==> src/vrt_pkg.sv <==
package vrt_pkg;

	// Fixed field widths.
	localparam int VOX_W     = 20;
	localparam int DIR_W     = 16;
	localparam int LEN_W     = 32;
	localparam int CROSS_W   = 40;
	localparam int SPACING_W = 28;
	localparam int FACE_W    = 3;
	localparam int STAT_W    = 3;
	localparam int AXIS_W    = 2;

	// Defaults for the top-level parameters.
	localparam int DEF_POS_FRAC_BITS = 12;
	localparam int DEF_DIR_FRAC_BITS = 14;
	localparam int DEF_COORD_BITS    = 32;

	localparam logic [SPACING_W-1:0] SPACING_MAX = '1;
	localparam logic [CROSS_W-1:0]   CROSS_MAX   = '1;

	typedef logic [STAT_W-1:0] status_t;
	typedef logic [AXIS_W-1:0] axis_t;
	typedef logic [FACE_W-1:0] face_t;

	// Command codes.
	localparam logic CMD_START = 1'b0;
	localparam logic CMD_STEP  = 1'b1;

	// Result status codes.
	localparam status_t STAT_PROBE  = 3'd0;
	localparam status_t STAT_HIT    = 3'd1;
	localparam status_t STAT_MISS   = 3'd2;
	localparam status_t STAT_NULL   = 3'd3;
	localparam status_t STAT_NO_RAY = 3'd4;

	// Entry axis codes.
	localparam axis_t AXIS_NONE = 2'd0;
	localparam axis_t AXIS_X    = 2'd1;
	localparam axis_t AXIS_Y    = 2'd2;
	localparam axis_t AXIS_Z    = 2'd3;

	localparam face_t FACE_NONE = 3'd0;

endpackage

==> src/vrt_div.sv <==
module vrt_div #(
	parameter int QW = 27,
	parameter int DW = 16
) (
	input  logic          clk,
	input  logic          arst_n,
	input  logic          start,
	input  logic [QW-1:0] dividend,
	input  logic [DW-1:0] divisor,
	output logic          done,
	output logic [QW-1:0] quotient
);

	localparam int CNT_W = $clog2(QW + 1);

	logic [QW-1:0]    quo_q;
	logic [DW-1:0]    rem_q;
	logic [DW-1:0]    dvs_q;
	logic [CNT_W-1:0] cnt_q;
	logic             busy_q;
	logic             done_q;
	logic [DW:0]      trial;
	logic [DW:0]      diff;
	logic             fits;

	// Restoring division, one quotient bit per cycle. The dividend shifts out
	// of the top of quo_q while quotient bits shift in at the bottom.
	always_comb begin
		trial = {rem_q, quo_q[QW-1]};
		diff  = trial - {1'b0, dvs_q};
		fits  = trial >= {1'b0, dvs_q};
	end

	always_ff @(posedge clk or negedge arst_n) begin
		if (!arst_n) begin
			busy_q <= 1'b0;
			done_q <= 1'b0;
			cnt_q  <= '0;
		end else begin
			done_q <= 1'b0;
			if (start) begin
				busy_q <= 1'b1;
				cnt_q  <= CNT_W'(QW);
			end else if (busy_q) begin
				cnt_q <= cnt_q - CNT_W'(1);
				if (cnt_q == CNT_W'(1)) begin
					busy_q <= 1'b0;
					done_q <= 1'b1;
				end
			end
		end
	end

	always_ff @(posedge clk) begin
		if (start) begin
			quo_q <= dividend;
			rem_q <= '0;
			dvs_q <= divisor;
		end else if (busy_q) begin
			quo_q <= {quo_q[QW-2:0], fits};
			rem_q <= fits ? diff[DW-1:0] : trial[DW-1:0];
		end
	end

	assign done     = done_q;
	assign quotient = quo_q;

endmodule

==> src/voxel_ray_traversal.sv <==
// Voxel ray walker (Amanatides-Woo 3D DDA) over a grid of unit cubes. A start
// item (cmd 0) loads a fixed-point ray and returns the voxel holding the origin
// as a probe, or a null result for an all-zero direction; each step item
// (cmd 1) answers whether the last reported voxel is occupied and returns a
// hit, the next voxel with its entry face, or a miss once the next crossing
// lies beyond ray_length, and a no-ray result when no ray is active. One item
// is in work at a time and in_ready is high only while the block waits for an
// item; a finished result may sit in the output register while the next item
// is taken. A step item passes through select, advance and emit states; a hit,
// a step without an active ray or a null ray goes straight to emit. A start
// item runs two divisions per moving axis on one shared restoring divider that
// produces one quotient bit per cycle; axes with zero direction skip them.
module voxel_ray_traversal #(
	parameter int POS_FRAC_BITS = vrt_pkg::DEF_POS_FRAC_BITS,
	parameter int DIR_FRAC_BITS = vrt_pkg::DEF_DIR_FRAC_BITS,
	parameter int COORD_BITS    = vrt_pkg::DEF_COORD_BITS
) (
	input  logic                                clk,
	input  logic                                arst_n,
	input  logic                                in_valid,
	output logic                                in_ready,
	input  logic                                cmd,
	input  logic signed [COORD_BITS-1:0]        origin_x,
	input  logic signed [COORD_BITS-1:0]        origin_y,
	input  logic signed [COORD_BITS-1:0]        origin_z,
	input  logic signed [vrt_pkg::DIR_W-1:0]    dir_x,
	input  logic signed [vrt_pkg::DIR_W-1:0]    dir_y,
	input  logic signed [vrt_pkg::DIR_W-1:0]    dir_z,
	input  logic [vrt_pkg::LEN_W-1:0]           ray_length,
	input  logic                                occupied,
	output logic                                out_valid,
	input  logic                                out_ready,
	output logic signed [vrt_pkg::VOX_W-1:0]    voxel_x,
	output logic signed [vrt_pkg::VOX_W-1:0]    voxel_y,
	output logic signed [vrt_pkg::VOX_W-1:0]    voxel_z,
	output logic [vrt_pkg::AXIS_W-1:0]          entry_axis,
	output logic                                entry_negative,
	output logic [vrt_pkg::STAT_W-1:0]          status
);

	import vrt_pkg::*;

	localparam int QW       = POS_FRAC_BITS + DIR_FRAC_BITS + 1;
	localparam int SP_SHIFT = POS_FRAC_BITS + DIR_FRAC_BITS;
	localparam int EXT_W    = (COORD_BITS > POS_FRAC_BITS + VOX_W) ?
		COORD_BITS : POS_FRAC_BITS + VOX_W;
	localparam logic [POS_FRAC_BITS:0] ONE_POS = {1'b1, {POS_FRAC_BITS{1'b0}}};
	localparam logic [QW-1:0] SP_DIVIDEND = QW'(1) << SP_SHIFT;
	localparam axis_t LAST_AX = 2'd2;

	localparam logic [2:0] ST_IDLE    = 3'd0;
	localparam logic [2:0] ST_DIV_SP  = 3'd1;
	localparam logic [2:0] ST_WAIT_SP = 3'd2;
	localparam logic [2:0] ST_DIV_NC  = 3'd3;
	localparam logic [2:0] ST_WAIT_NC = 3'd4;
	localparam logic [2:0] ST_SEL     = 3'd5;
	localparam logic [2:0] ST_ADV     = 3'd6;
	localparam logic [2:0] ST_EMIT    = 3'd7;

	// Control state.
	logic [2:0] state_q;
	logic       walking_q;
	axis_t      ax_q;
	logic       out_valid_q;

	// Ray state.
	logic signed [VOX_W-1:0] cur_q    [3];
	logic [CROSS_W-1:0]      nc_q     [3];
	logic [SPACING_W-1:0]    sp_q     [3];
	logic                    move_q   [3];
	logic                    neg_q    [3];
	logic [DIR_W-1:0]        mag_q    [3];
	logic [POS_FRAC_BITS:0]  dist_q   [3];
	logic [LEN_W-1:0]        t_limit_q;
	face_t                   last_face_q;
	axis_t                   sel_q;
	face_t                   res_face_q;
	status_t                 res_status_q;

	// Output register.
	logic signed [VOX_W-1:0] out_vox_q [3];
	face_t                   out_face_q;
	status_t                 out_status_q;

	// Input decode.
	logic signed [COORD_BITS-1:0] org_a  [3];
	logic signed [DIR_W-1:0]      dir_a  [3];
	logic signed [EXT_W-1:0]      ext_a  [3];
	logic [POS_FRAC_BITS-1:0]     frac_a [3];
	logic [VOX_W-1:0]             vox_a  [3];
	logic [DIR_W-1:0]             mag_a  [3];
	logic [POS_FRAC_BITS:0]       dist_a [3];
	logic                         accept;
	logic                         null_ray;
	logic                         emit_load;

	// Divider hookup.
	logic                 div_start;
	logic [QW-1:0]        div_dividend;
	logic                 div_done;
	logic [QW-1:0]        div_quo;
	logic [63:0]          quo_wide;
	logic [SPACING_W-1:0] sp_sat;
	logic [CROSS_W-1:0]   nc_sat;

	// Step datapath.
	axis_t            sel_next;
	logic             miss;
	logic [CROSS_W:0] nc_sum;
	logic [CROSS_W-1:0] nc_adv;
	face_t            face_adv;

	always_comb begin
		org_a[0] = origin_x;
		org_a[1] = origin_y;
		org_a[2] = origin_z;
		dir_a[0] = dir_x;
		dir_a[1] = dir_y;
		dir_a[2] = dir_z;
		for (int i = 0; i < 3; i++) begin
			// Arithmetic shift of the sign-extended origin is a true floor.
			ext_a[i]  = EXT_W'(org_a[i]);
			vox_a[i]  = ext_a[i][POS_FRAC_BITS +: VOX_W];
			frac_a[i] = org_a[i][POS_FRAC_BITS-1:0];
			if (dir_a[i][DIR_W-1]) begin
				mag_a[i]  = DIR_W'(~dir_a[i] + 1'b1);
				dist_a[i] = (frac_a[i] == '0) ? ONE_POS : {1'b0, frac_a[i]};
			end else begin
				mag_a[i]  = dir_a[i];
				dist_a[i] = ONE_POS - {1'b0, frac_a[i]};
			end
		end
	end

	assign accept    = in_valid && in_ready;
	assign null_ray  = (dir_x == '0) && (dir_y == '0) && (dir_z == '0);
	assign emit_load = (state_q == ST_EMIT) && (!out_valid_q || out_ready);
	assign in_ready  = (state_q == ST_IDLE);

	// Only the first of the two divisions of an axis uses the constant dividend.
	assign div_start    = ((state_q == ST_DIV_SP) && move_q[ax_q]) || (state_q == ST_DIV_NC);
	assign div_dividend = (state_q == ST_DIV_SP) ? SP_DIVIDEND :
		(QW'(dist_q[ax_q]) << DIR_FRAC_BITS);

	vrt_div #(
		.QW(QW),
		.DW(DIR_W)
	) u_div (
		.clk      (clk),
		.arst_n   (arst_n),
		.start    (div_start),
		.dividend (div_dividend),
		.divisor  (mag_q[ax_q]),
		.done     (div_done),
		.quotient (div_quo)
	);

	always_comb begin
		quo_wide = 64'(div_quo);
		sp_sat   = (quo_wide > 64'(SPACING_MAX)) ? SPACING_MAX : quo_wide[SPACING_W-1:0];
		nc_sat   = (quo_wide > 64'(CROSS_MAX)) ? CROSS_MAX : quo_wide[CROSS_W-1:0];
	end

	// x wins only when strictly below both others, then y when below z.
	always_comb begin
		if (nc_q[0] < nc_q[1]) begin
			sel_next = (nc_q[0] < nc_q[2]) ? 2'd0 : 2'd2;
		end else begin
			sel_next = (nc_q[1] < nc_q[2]) ? 2'd1 : 2'd2;
		end
		miss     = nc_q[sel_q] > CROSS_W'(t_limit_q);
		nc_sum   = {1'b0, nc_q[sel_q]} + (CROSS_W + 1)'(sp_q[sel_q]);
		nc_adv   = nc_sum[CROSS_W] ? CROSS_MAX : nc_sum[CROSS_W-1:0];
		face_adv = {move_q[sel_q] && !neg_q[sel_q], sel_q + 2'd1};
	end

	always_ff @(posedge clk or negedge arst_n) begin
		if (!arst_n) begin
			state_q     <= ST_IDLE;
			walking_q   <= 1'b0;
			ax_q        <= '0;
			out_valid_q <= 1'b0;
		end else begin
			if (emit_load) begin
				out_valid_q <= 1'b1;
			end else if (out_ready) begin
				out_valid_q <= 1'b0;
			end
			case (state_q)
				ST_IDLE: begin
					if (accept) begin
						if (cmd == CMD_START) begin
							if (null_ray) begin
								walking_q <= 1'b0;
								state_q   <= ST_EMIT;
							end else begin
								walking_q <= 1'b1;
								ax_q      <= '0;
								state_q   <= ST_DIV_SP;
							end
						end else if (!walking_q) begin
							state_q <= ST_EMIT;
						end else if (occupied) begin
							walking_q <= 1'b0;
							state_q   <= ST_EMIT;
						end else begin
							state_q <= ST_SEL;
						end
					end
				end
				ST_DIV_SP: begin
					if (move_q[ax_q]) begin
						state_q <= ST_WAIT_SP;
					end else if (ax_q == LAST_AX) begin
						state_q <= ST_EMIT;
					end else begin
						ax_q <= ax_q + 2'd1;
					end
				end
				ST_WAIT_SP: begin
					if (div_done) begin
						state_q <= ST_DIV_NC;
					end
				end
				ST_DIV_NC: begin
					state_q <= ST_WAIT_NC;
				end
				ST_WAIT_NC: begin
					if (div_done) begin
						if (ax_q == LAST_AX) begin
							state_q <= ST_EMIT;
						end else begin
							ax_q    <= ax_q + 2'd1;
							state_q <= ST_DIV_SP;
						end
					end
				end
				ST_SEL: begin
					state_q <= ST_ADV;
				end
				ST_ADV: begin
					if (miss) begin
						walking_q <= 1'b0;
					end
					state_q <= ST_EMIT;
				end
				ST_EMIT: begin
					if (emit_load) begin
						state_q <= ST_IDLE;
					end
				end
				default: begin
					state_q <= ST_IDLE;
				end
			endcase
		end
	end

	always_ff @(posedge clk) begin
		case (state_q)
			ST_IDLE: begin
				if (accept) begin
					if (cmd == CMD_START) begin
						last_face_q <= FACE_NONE;
						res_face_q  <= FACE_NONE;
						if (null_ray) begin
							for (int i = 0; i < 3; i++) begin
								cur_q[i] <= '0;
							end
							res_status_q <= STAT_NULL;
						end else begin
							for (int i = 0; i < 3; i++) begin
								cur_q[i]  <= vox_a[i];
								move_q[i] <= (dir_a[i] != '0);
								neg_q[i]  <= dir_a[i][DIR_W-1];
								mag_q[i]  <= mag_a[i];
								dist_q[i] <= dist_a[i];
							end
							t_limit_q    <= ray_length;
							res_status_q <= STAT_PROBE;
						end
					end else if (!walking_q) begin
						res_face_q   <= FACE_NONE;
						res_status_q <= STAT_NO_RAY;
					end else if (occupied) begin
						res_face_q   <= last_face_q;
						res_status_q <= STAT_HIT;
					end
				end
			end
			ST_DIV_SP: begin
				// A still axis never wins before the ray length ends the walk.
				if (!move_q[ax_q]) begin
					sp_q[ax_q] <= SPACING_MAX;
					nc_q[ax_q] <= CROSS_MAX;
				end
			end
			ST_WAIT_SP: begin
				if (div_done) begin
					sp_q[ax_q] <= sp_sat;
				end
			end
			ST_WAIT_NC: begin
				if (div_done) begin
					nc_q[ax_q] <= nc_sat;
				end
			end
			ST_SEL: begin
				sel_q <= sel_next;
			end
			ST_ADV: begin
				if (miss) begin
					res_face_q   <= FACE_NONE;
					res_status_q <= STAT_MISS;
				end else begin
					if (move_q[sel_q]) begin
						cur_q[sel_q] <= neg_q[sel_q] ? cur_q[sel_q] - VOX_W'(1) :
							cur_q[sel_q] + VOX_W'(1);
					end
					nc_q[sel_q]  <= nc_adv;
					last_face_q  <= face_adv;
					res_face_q   <= face_adv;
					res_status_q <= STAT_PROBE;
				end
			end
			ST_EMIT: begin
				if (emit_load) begin
					for (int i = 0; i < 3; i++) begin
						out_vox_q[i] <= (res_status_q == STAT_NO_RAY) ? '0 : cur_q[i];
					end
					out_face_q   <= res_face_q;
					out_status_q <= res_status_q;
				end
			end
			default: begin
			end
		endcase
	end

	assign out_valid      = out_valid_q;
	assign voxel_x        = out_vox_q[0];
	assign voxel_y        = out_vox_q[1];
	assign voxel_z        = out_vox_q[2];
	assign entry_axis     = out_face_q[AXIS_W-1:0];
	assign entry_negative = out_face_q[FACE_W-1];
	assign status         = out_status_q;

endmodule

==> config.mk <==
export PLATFORM = sky130hd
export DESIGN_NAME = voxel_ray_traversal
export DESIGN_NICKNAME = d
export VERILOG_FILES = /design/src/vrt_pkg.sv /design/src/vrt_div.sv /design/src/voxel_ray_traversal.sv
export SDC_FILE = /design/constraint.sdc
export NUM_CORES = 1
export LEC_CHECK = 0
export BUFFER_PORTS_ARGS = -buffer_cell sky130_fd_sc_hd__buf_2
export CORE_ASPECT_RATIO = 1.25
export CORE_UTILIZATION = 55
export CTS_BUF_LIST = sky130_fd_sc_hd__clkbuf_4 sky130_fd_sc_hd__clkbuf_8
export DETAILED_ROUTE_END_ITERATION = 8
export HOLD_SLACK_MARGIN = 0.12
export PLACE_DENSITY = 0.8
export SLEW_MARGIN = 20
export SYNTH_ARGS = -nofsm -noshare
export SYNTH_HDL_FRONTEND = slang
export SYNTH_HIERARCHICAL = 1
export SYNTH_SLANG_ARGS = --single-unit
==> constraint.sdc <==
create_clock -name clk -period 6.6 [get_ports clk]
set_input_delay 0.99 -clock clk [delete_from_list [all_inputs] [get_ports clk]]
set_output_delay 0.99 -clock clk [all_outputs]
set_load 0.02 [all_outputs]
Word level (Yosys, flattened, before mapping)
Memories as Yosys holds them, arrays and structs flattened. A register that Yosys moved wholly into a read port is not among the register bits.
Index checks and enable logic that the tools add are counted.
{"block": "totals", "output_inout_bits": 68, "mem_count": 8, "ram_bits": 417, "input_bits": 182, "reg_bits": 106, "wordCells": 223}
{"block": "classes", "eq_ne": 21, "n_reduce_logical": 33, "order_cmp": 5, "mux": 117, "addsub": 13, "bitwise": 10}
{"memory": "nc_q", "words": 3, "width": 40, "rd": 4, "rd_ports_with_merged_regs": 1, "write_ports": 1, "line": "voxel_ray_traversal.sv:68", "rtl": "logic [CROSS_W-1:0] nc_q [3];"}
{"memory": "sp_q", "words": 3, "width": 28, "rd": 1, "rd_ports_with_merged_regs": 1, "write_ports": 1, "line": "voxel_ray_traversal.sv:69", "rtl": "logic [SPACING_W-1:0] sp_q [3];"}
{"memory": "cur_q", "words": 3, "width": 20, "rd": 4, "rd_ports_with_merged_regs": 1, "write_ports": 3, "line": "voxel_ray_traversal.sv:67", "rtl": "logic signed [VOX_W-1:0] cur_q [3];"}
{"memory": "out_vox_q", "words": 3, "width": 20, "rd": 3, "rd_ports_with_merged_regs": 0, "write_ports": 3, "line": "voxel_ray_traversal.sv:81", "rtl": "logic signed [VOX_W-1:0] out_vox_q [3];"}
{"memory": "mag_q", "words": 3, "width": 16, "rd": 1, "rd_ports_with_merged_regs": 1, "write_ports": 3, "line": "voxel_ray_traversal.sv:72", "rtl": "logic [DIR_W-1:0] mag_q [3];"}
{"memory": "dist_q", "words": 3, "width": 13, "rd": 1, "rd_ports_with_merged_regs": 0, "write_ports": 3, "line": "voxel_ray_traversal.sv:73", "rtl": "logic [POS_FRAC_BITS:0] dist_q [3];"}
{"memory": "+2 memories"}
{"operator": "two-way mux 20 bit", "count": 8}
{"operator": "< comparator 40 bit", "count": 3}
{"operator": "two-way mux 40 bit", "count": 3}
{"operator": "two-way mux 27 bit", "count": 3}
{"operator": "two-way mux 13 bit", "count": 6}
{"operator": "two-way mux 16 bit", "count": 4}
{"operator": "two-way mux 3 bit", "count": 21}
{"operator": "adder 16 x 1 -> 16 bit (second input constant)", "count": 3}
{"operator": "zero test 16 bit", "count": 3}
{"operator": "inverter 16 bit", "count": 3}
{"operator": "nonzero test 16 bit", "count": 3}
{"operator": "two-way mux 1 bit", "count": 43}
{"operator": "adder 40 x 28 -> 41 bit", "count": 1}
{"operator": "greater-than comparator 40 x 32 -> 1 bit", "count": 1}
{"operator": "two-way mux 2 bit", "count": 20}
{"operator": "OR reduction 40 bit", "count": 1}
{"operator": "subtractor 13 x 12 -> 13 bit (first input constant)", "count": 3}
{"operator": "zero test 12 bit", "count": 3}
{"operator": "two-way mux 28 bit", "count": 1}
{"operator": "one-hot mux 3 bit (8 select lines)", "count": 1}
{"operator": "adder 20 x 2 -> 20 bit (second input constant)", "count": 1}
{"operator": "OR reduction 20 bit", "count": 1}
{"operator": "subtractor 20 x 2 -> 20 bit (second input constant)", "count": 1}
{"operator": "one-hot mux 3 bit (2 select lines)", "count": 3}
{"operator": "other kinds (29)", "count": 59}

Depth between registers and ports, before layout
Gate-level depths: netlist of the first run.
{"block": "depth", "ltp_word": 10, "ltp_mapped": 18, "mapped_depth_nobuf": 13}

By module
The synthesis of the first run kept the hierarchy.
{"module": "voxel_ray_traversal", "area_per_inst_um2": 28379.7, "cells_each": 2264, "seq_area_each_um2": 16010.4, "instances": 1}
{"module": "vrt_div", "area_per_inst_um2": 3696.0, "cells_each": 344, "seq_area_each_um2": 1786.7, "instances": 1}

Worst setup path after synthesis of the first run
Ideal clock, no wire load.
{"block": "synth_timing", "kind": "flip-flop to flip-flop", "start": "register with a tool-made name", "end": "memory nc_q[3][0] (enable)", "setup_time_ns": 0.437, "arrival_ns": 5.758, "setup_slack_ns": 0.405, "path_stages_with_launch": 16, "period_less_slack_ns": 6.195, "n_path_buf": 5, "path_cell_list": "dfxtp_1 > buf_2 > buf_2 > buf_1 > mux4_2 > ha_1 > nand4_1 > nor4_1 > nand3_1 > o311a_1 > a21oi_1 > and3_1 > clkbuf_1 > clkbuf_1 > a32oi_1 > nor2_1"}
{"item": "end: declaration", "line": "voxel_ray_traversal.sv:68"}

==> results.toml, run 1 <==
[layout]
drive_gt1_frac = 0.1871
num-fill-cells = 4273
layout_commonest_cell = "edfxtp_1"
regArea_mm2 = 0.01781
layout.nets = 3307
multiInputGateArea_mm2 = 0.01329
mostFrequentLayoutCells = "edfxtp_1, buf_2, ha_1"
area_growth_pct = 12.62
final_cell_count_no_fill = 3723

[synth]
syn_inst = 2608
synthFlopType = "edfxtp_1"
synth_area_per_cell_um2 = 12.30
netlist_area_mm2 = 0.03208
yosysUniqueCellTypes = 89
ys_seq_elements = 601
synth-warning-count = 6
synth_seq_area_share = 0.5548
synth-edff-count = 569
async_flop_share = 0.02329

[clocking]
cts-buffers-inserted = 91
cts_tree = "done"
cts_sinks = 601
cts_setup_buffers = 0
cts.path.max_buffers = 3
htreeDepth = 3
holdBufCountCts = 0
clk_latency_ns = 0.72
cts.repair.resized = 0
cts-root-buf = "clkbuf_8"
clk_pin_slew_ns = 0.07

[route]
wirelength_mm = 76.15
ant_nets = 0
drt_iter0_drc = 1910
wl_per_cell_um = 20.45
viasPerCell = 5.923
drc = 0
vias = 22053
drt_first_pass_iters = 5

[sta]
fmax_mhz = 192.9
fin_crit_ns = 5.183
finalSetupViolations = 0
relSlewSlack = 0.2976
maxSlewViolCount = 0
worst_slew_pin_slew_ns = 1.054
rsz0062_at_grt = "false"
fin_skew_ns = 0.04424
finalCritPeriodShare = 0.7854
tns_ns = 0
hold_viol_final = 0

[placed_design]
hpwl_mm = 56.98
place_congestion = 0.9679
post-place-cells = 3551
io_buffers = 249

[global_routing]
use_met1 = 0.3233
grt_use_met3 = 0.03652
grt_start_max_net_pins = 94
antenna_found_initial = 8
grtUsageTotal = 0.2577
gr-usage-met2 = 0.4490
grt_pass1_vias = 22197
gr-total-overflow = 0
grt_pass1_wl_mm = 118.7
grt-busiest-layer = "met2"

[floorplanning]
ioPinCount = 250
die_w_um = 218
start_util = 0.5590
std_cell_rows = 98
dieArea_mm2 = 0.05930
die_h_um = 272
core_area_mm2 = 0.05739

[power]
p_comb_frac = 0.410
ir_drop_uv = 190.2
switching_share = 0.3740
p_clk_frac = 0.221
power_leakage_nw = 14.10
pwr-share-seq = 0.369
powerDensity_mw_per_mm2 = 397.4
internal_power_mw = 8.986
power_switching_mw = 5.370

[flow_run]
maxCapViolations = 0

[critical_path]
cp_data_required_time_ns = 7.07
cp-end-kind = "register"
cp-start-kind = "register"
worstPathArrival_ns = 5.65
cp_max_fo = 27
crit_type = "register to register"

[hold_path]
hp-class = "input pin to asynchronous set/reset pin"

[run_status]
outcome = "finished, final reports clean"
-- kinds of logic after synthesis --
family	share of synthesized area
adder cells (fa/ha/maj)	0.09003
other	0.0001169
buffers and inverters	0.03476
multiplexers	0.06503
XOR/XNOR	0.03632
AO/OA/AOI/OAI	0.1152
flip-flops	0.5548
AND/OR/NAND/NOR	0.1037
-- state kept, by name, indices dropped and copies added, names as in the netlist, 3 cells and up, named ones only --
signal	cells
nc_q	160
sp_q	84
cur_q	80
out_vox_q	60
mag_q	48
dist_q	39
t_limit_q	32
u_div/quotient	27
u_div/dvs_q	16
u_div/rem_q	16
u_div/cnt_q	5
last_face_q	3
move_q	3
neg_q	3
out_face_q	3
res_face_q	3
res_status_q	3
state_q	3
status	3
-- per-stage QoR --
step	area [um^2]	hold slack [ns]	utilization	setup slack [ns]	total power, mW
final	36120	0.1960	0.6295	1.417	14.36
after CTS	36070	0.1572	0.6285	1.359	14.32
after detailed placement	34180	0.4064	0.5956	1.345	11.14
after floorplan	32120	0.4003	-	0.4049	9.705
after global routing	36120	0.1978	0.6295	1.035	15.17
after global placement	34180	0.4088	0.5956	1.540	10.96
-- cells in the mapped netlist (40+ instances only) --
master	number	area [um^2]
ha_1	226	2828
inv_1	180	675.7
edfxtp_1	569	17090
nand4_1	40	250.2
mux2i_1	61	610.6
xnor2_1	88	770.7
mux4_2	52	1171
nor2b_1	73	456.7
nor2_1	144	540.5
xor2_1	45	394.1
nand2_1	182	683.2
a22o_1	48	420.4
a21o_1	84	630.6
nand2b_1	53	331.6
clkbuf_1	66	247.7
a21oi_1	174	870.8
o21ai_0	134	670.6
-- path summary, 6_finish.rpt --
| check | startpoint | end | slack, ns | cells after the start |
|---|---|---|---|---|
| worst max-delay path | register | cur_q[1][17] | 1.42 | 15 |
| worst min-delay path | arst_n | ax_q[1] | 0.20 | 1 |
| worst min register to register | res_face_q[0] | out_face_q[0] | 0.45 | 0 |
| worst max register to register | register | cur_q[1][17] | 1.42 | 15 |
| min in group clk | res_face_q[0] | out_face_q[0] | 0.45 | 0 |
| max in group asynchronous | arst_n | ax_q[0] | 6.11 | 1 |
-- routing by layer --
layer | up-vias | share of wire
li1 | 10310 | -
met1 | 10758 | 0.40
met2 | 839 | 0.51
met3 | 134 | 0.061
met4 | 12 | 0.029
met5 | - | 0.0010
-- area by class of cell --
| class | instances | area share |
|---|---|---|
| Sequential cell | 601 | 0.4929 |
| Clock buffer | 118 | 0.04080 |
| Timing Repair Buffer | 281 | 0.04215 |
| Antenna cell | 2 | 0.0001385 |
| Tap cell | 750 | 0.02598 |
| Inverter | 180 | 0.01870 |
| Multi-Input combinational cell | 1741 | 0.3678 |
| Clock inverter | 50 | 0.01146 |
-- power groups by stage --
stage | registers [mW] | clock network (mW) | logic, mW
after detailed placement | 5.38 | 0 | 5.76
after global routing | 5.36 | 3.36 | 6.46
after CTS | 5.30 | 3.21 | 5.81
after floorplan | 5.30 | 0 | 4.40
final | 5.30 | 3.17 | 5.89
after global placement | 5.35 | 0 | 5.61
-- critical path, stage by stage, from the launching register on --
cell and delay [ns]:
dfxtp_4 0.71, buf_4 0.41, buf_4 0.50, mux2i_1 0.25, o21a_1 0.26, inv_1 0.36
ha_1 0.49, a211o_1 0.32, a211o_1 0.26, a31oi_4 0.22, o221ai_2 0.18, a31o_1 0.27
a21o_1 0.19, a21oi_2 0.14, xnor2_1 0.13, a22o_1 0.22
(Power assumes the default switching activity.)
==> inputs of run 2 (changes only) <==
==> constraint.sdc (replaced) <==
create_clock -name clk -period 4.6 [get_ports clk]
set_input_delay 0.69 -clock clk [delete_from_list [all_inputs] [get_ports clk]]
set_output_delay 0.69 -clock clk [all_outputs]
set_load 0.02 [all_outputs]
==> results.toml, run 2 (synthesis results as in run 1) <==
[route]
viasPerCell = 5.929
vias = 22198
drt_first_pass_iters = 6
ant_nets = 0
drt_iter0_drc = 2099
wl_per_cell_um = 20.92
drc = 0
wirelength_mm = 78.33

[critical_path]
cp-start-kind = "register"
path_cells = "mux4_2, ha_1, a21o_1, a21o_1, a21oi_1, o41ai_1, buf_4, o311a_1, a21oi_1, buf_4, and3_1, a32oi_1, nor2_4, buf_12"
crit_buf_inv = 3
rr_worst_depth = 14
crit_type = "register to register"
slowest_delay_ns = 0.79
cp-end-kind = "register"
r2r_end = "nc_q[3][14]"
crit_family = "compound AO/OA/AOI/OAI gates"
cp_data_required_time_ns = 4.97
worstPathArrival_ns = 4.66
cp_max_fo = 57
slowest_stage = "dfxtp_4"
ff2ff_setup_slack_ns = 0.31

[clocking]
cts_tree = "done"
cts.path.max_buffers = 3
htreeDepth = 3
clk_latency_ns = 0.69
cts_sinks = 601
clk_pin_slew_ns = 0.06
cts_setup_buffers = 0
cts-buffers-inserted = 92
cts-root-buf = "clkbuf_8"

[floorplanning]
ioPinCount = 250
start_util = 0.5590
dieArea_mm2 = 0.05930
core_area_mm2 = 0.05739
die_h_um = 272
die_w_um = 218
std_cell_rows = 98

[global_routing]
grt_start_max_net_pins = 94
gr-total-overflow = 0
grt-busiest-layer = "met2"
gr-usage-met2 = 0.4636
grtUsageTotal = 0.2647
grt_pass1_wl_mm = 121.4
grt_use_met3 = 0.04913
grt_pass1_vias = 22883
use_met1 = 0.3167
antenna_found_initial = 5

[sta]
rsz0062_at_grt = "false"
worst_slew_pin_slew_ns = 0.9573
maxSlewViolCount = 0
fmax_mhz = 233.1
finalCritPeriodShare = 0.9325
fin_skew_ns = 0.02477
relSlewSlack = 0.3618
tns_ns = 0
fin_crit_ns = 4.289
finalSetupViolations = 0
hold_viol_final = 0

[power]
p_clk_frac = 0.207
power_switching_mw = 7.814
p_comb_frac = 0.422
switching_share = 0.3811
pwr-share-seq = 0.370
powerDensity_mw_per_mm2 = 563.4
ir_drop_uv = 291.4
internal_power_mw = 12.69
total_power_mw = 20.51
power_leakage_nw = 14.16

[run_status]
outcome = "finished, final reports clean"

[placed_design]
io_buffers = 249
place_congestion = 0.9684
hpwl_mm = 58.60

[hold_path]
hp-class = "input pin to register"
worstHoldStart = "ray_length[27]"
holdPathEnd = "t_limit_q[27]"
whs_path_depth = 1

[layout]
mostFrequentLayoutCells = "edfxtp_1, buf_2, ha_1"
regMostFlops = "nc_q"
layout_commonest_cell = "edfxtp_1"
reg.largest.list = "nc_q: 160 flops, sp_q: 84 flops, cur_q: 80 flops"
area_growth_pct = 13.47
largest_register_ffs = 160
layout.nets = 3330
drive_gt1_frac = 0.1882

[flow_run]
maxCapViolations = 0
-- run 2: cell types whose count changed in the layout (fill, tap and decap cells not counted), sizes merged --
cell / change
buf: +15
clkbuf: +2
clkinv: -4
bufinv: -5
dlygate4sd3: +7
clkinvlp: +4
diode: +1
inv: +1
-- run 2: what timing repair did --
action	CTS	global route
hold buffers	7	0
endpoints found under the setup margin	0	4
endpoints found under the hold margin	20	0
gates resized for setup	0	1
-- run 2: final cells by class --
| type | count | area [um^2] |
|---|---|---|
| timing repair buffer | 303 | 1923 |
| tap | 750 | 938.4 |
| multi-input combinational | 1741 | 13300 |
| sequential | 601 | 17810 |
| inverter | 180 | 675.6 |
| fill | 4278 | 20990 |
| clock inverter | 46 | 262.8 |
| antenna | 3 | 7.507 |
| clock buffer | 120 | 1483 |
-- run 2: worst register-to-register path: stages (launching register included) --
cell and delay, ns:
dfxtp_4 0.79, mux4_2 0.51, ha_1 0.32, a21o_1 0.20, a21o_1 0.18, a21oi_1 0.16, o41ai_1 0.10, buf_4 0.14
o311a_1 0.29, a21oi_1 0.26, buf_4 0.20, and3_1 0.26, a32oi_1 0.12, nor2_4 0.23, buf_12 0.20
-- run 2: metal layers --
| metal | share of wire | wire (um) | up-vias |
|---|---|---|---|
| li1 | - | - | 10357 |
| met1 | 0.38 | 29960 | 10767 |
| met2 | 0.51 | 39860 | 901 |
| met3 | 0.071 | 5567 | 171 |
| met4 | 0.037 | 2925 | 2 |
| met5 | 0.00017 | 13 | - |
-- run 2: worst max-delay path by stage --
| stage | from | to | slack [ns] | cells after the start |
|---|---|---|---|---|
| floorplan | register | nc_q[2][0] | 0.02 | 14 |
| global placement | register | nc_q[3][17] | 0.39 | 14 |
| detailed placement | register | nc_q[3][19] | 0.35 | 14 |
| CTS | register | nc_q[3][14] | 0.34 | 14 |
| global route | register | nc_q[2][32] | 0.02 | 14 |
| finish | register | nc_q[3][14] | 0.31 | 14 |
-- run 2: per-stage QoR --
step / cell area, um^2 / setup WS (ns) / hold slack [ns] / util / cells
after floorplan: 32180 / 0.02157 / 0.3944 / - / 2621
after global placement: 34540 / 0.3917 / 0.4556 / 0.6020 / 3567
after detailed placement: 34550 / 0.3517 / 0.4312 / 0.6021 / 3567
after CTS: 36360 / 0.3403 / 0.1216 / 0.6337 / 3740
after global routing: 36400 / 0.02280 / 0.1393 / 0.6342 / 3744
final: 36400 / 0.3106 / 0.1826 / 0.6342 / 3744
-- run 2: power groups by stage --
stage,Combinational [mW],Sequential (mW),Clock [mW]
5_1_grt,9.43,7.68,4.56
4_1_cts,8.57,7.60,4.34
2_1_floorplan,6.35,7.60,0
6_report,8.66,7.59,4.25
3_5_place_dp,8.50,7.70,0
3_3_place_gp,8.20,7.67,0
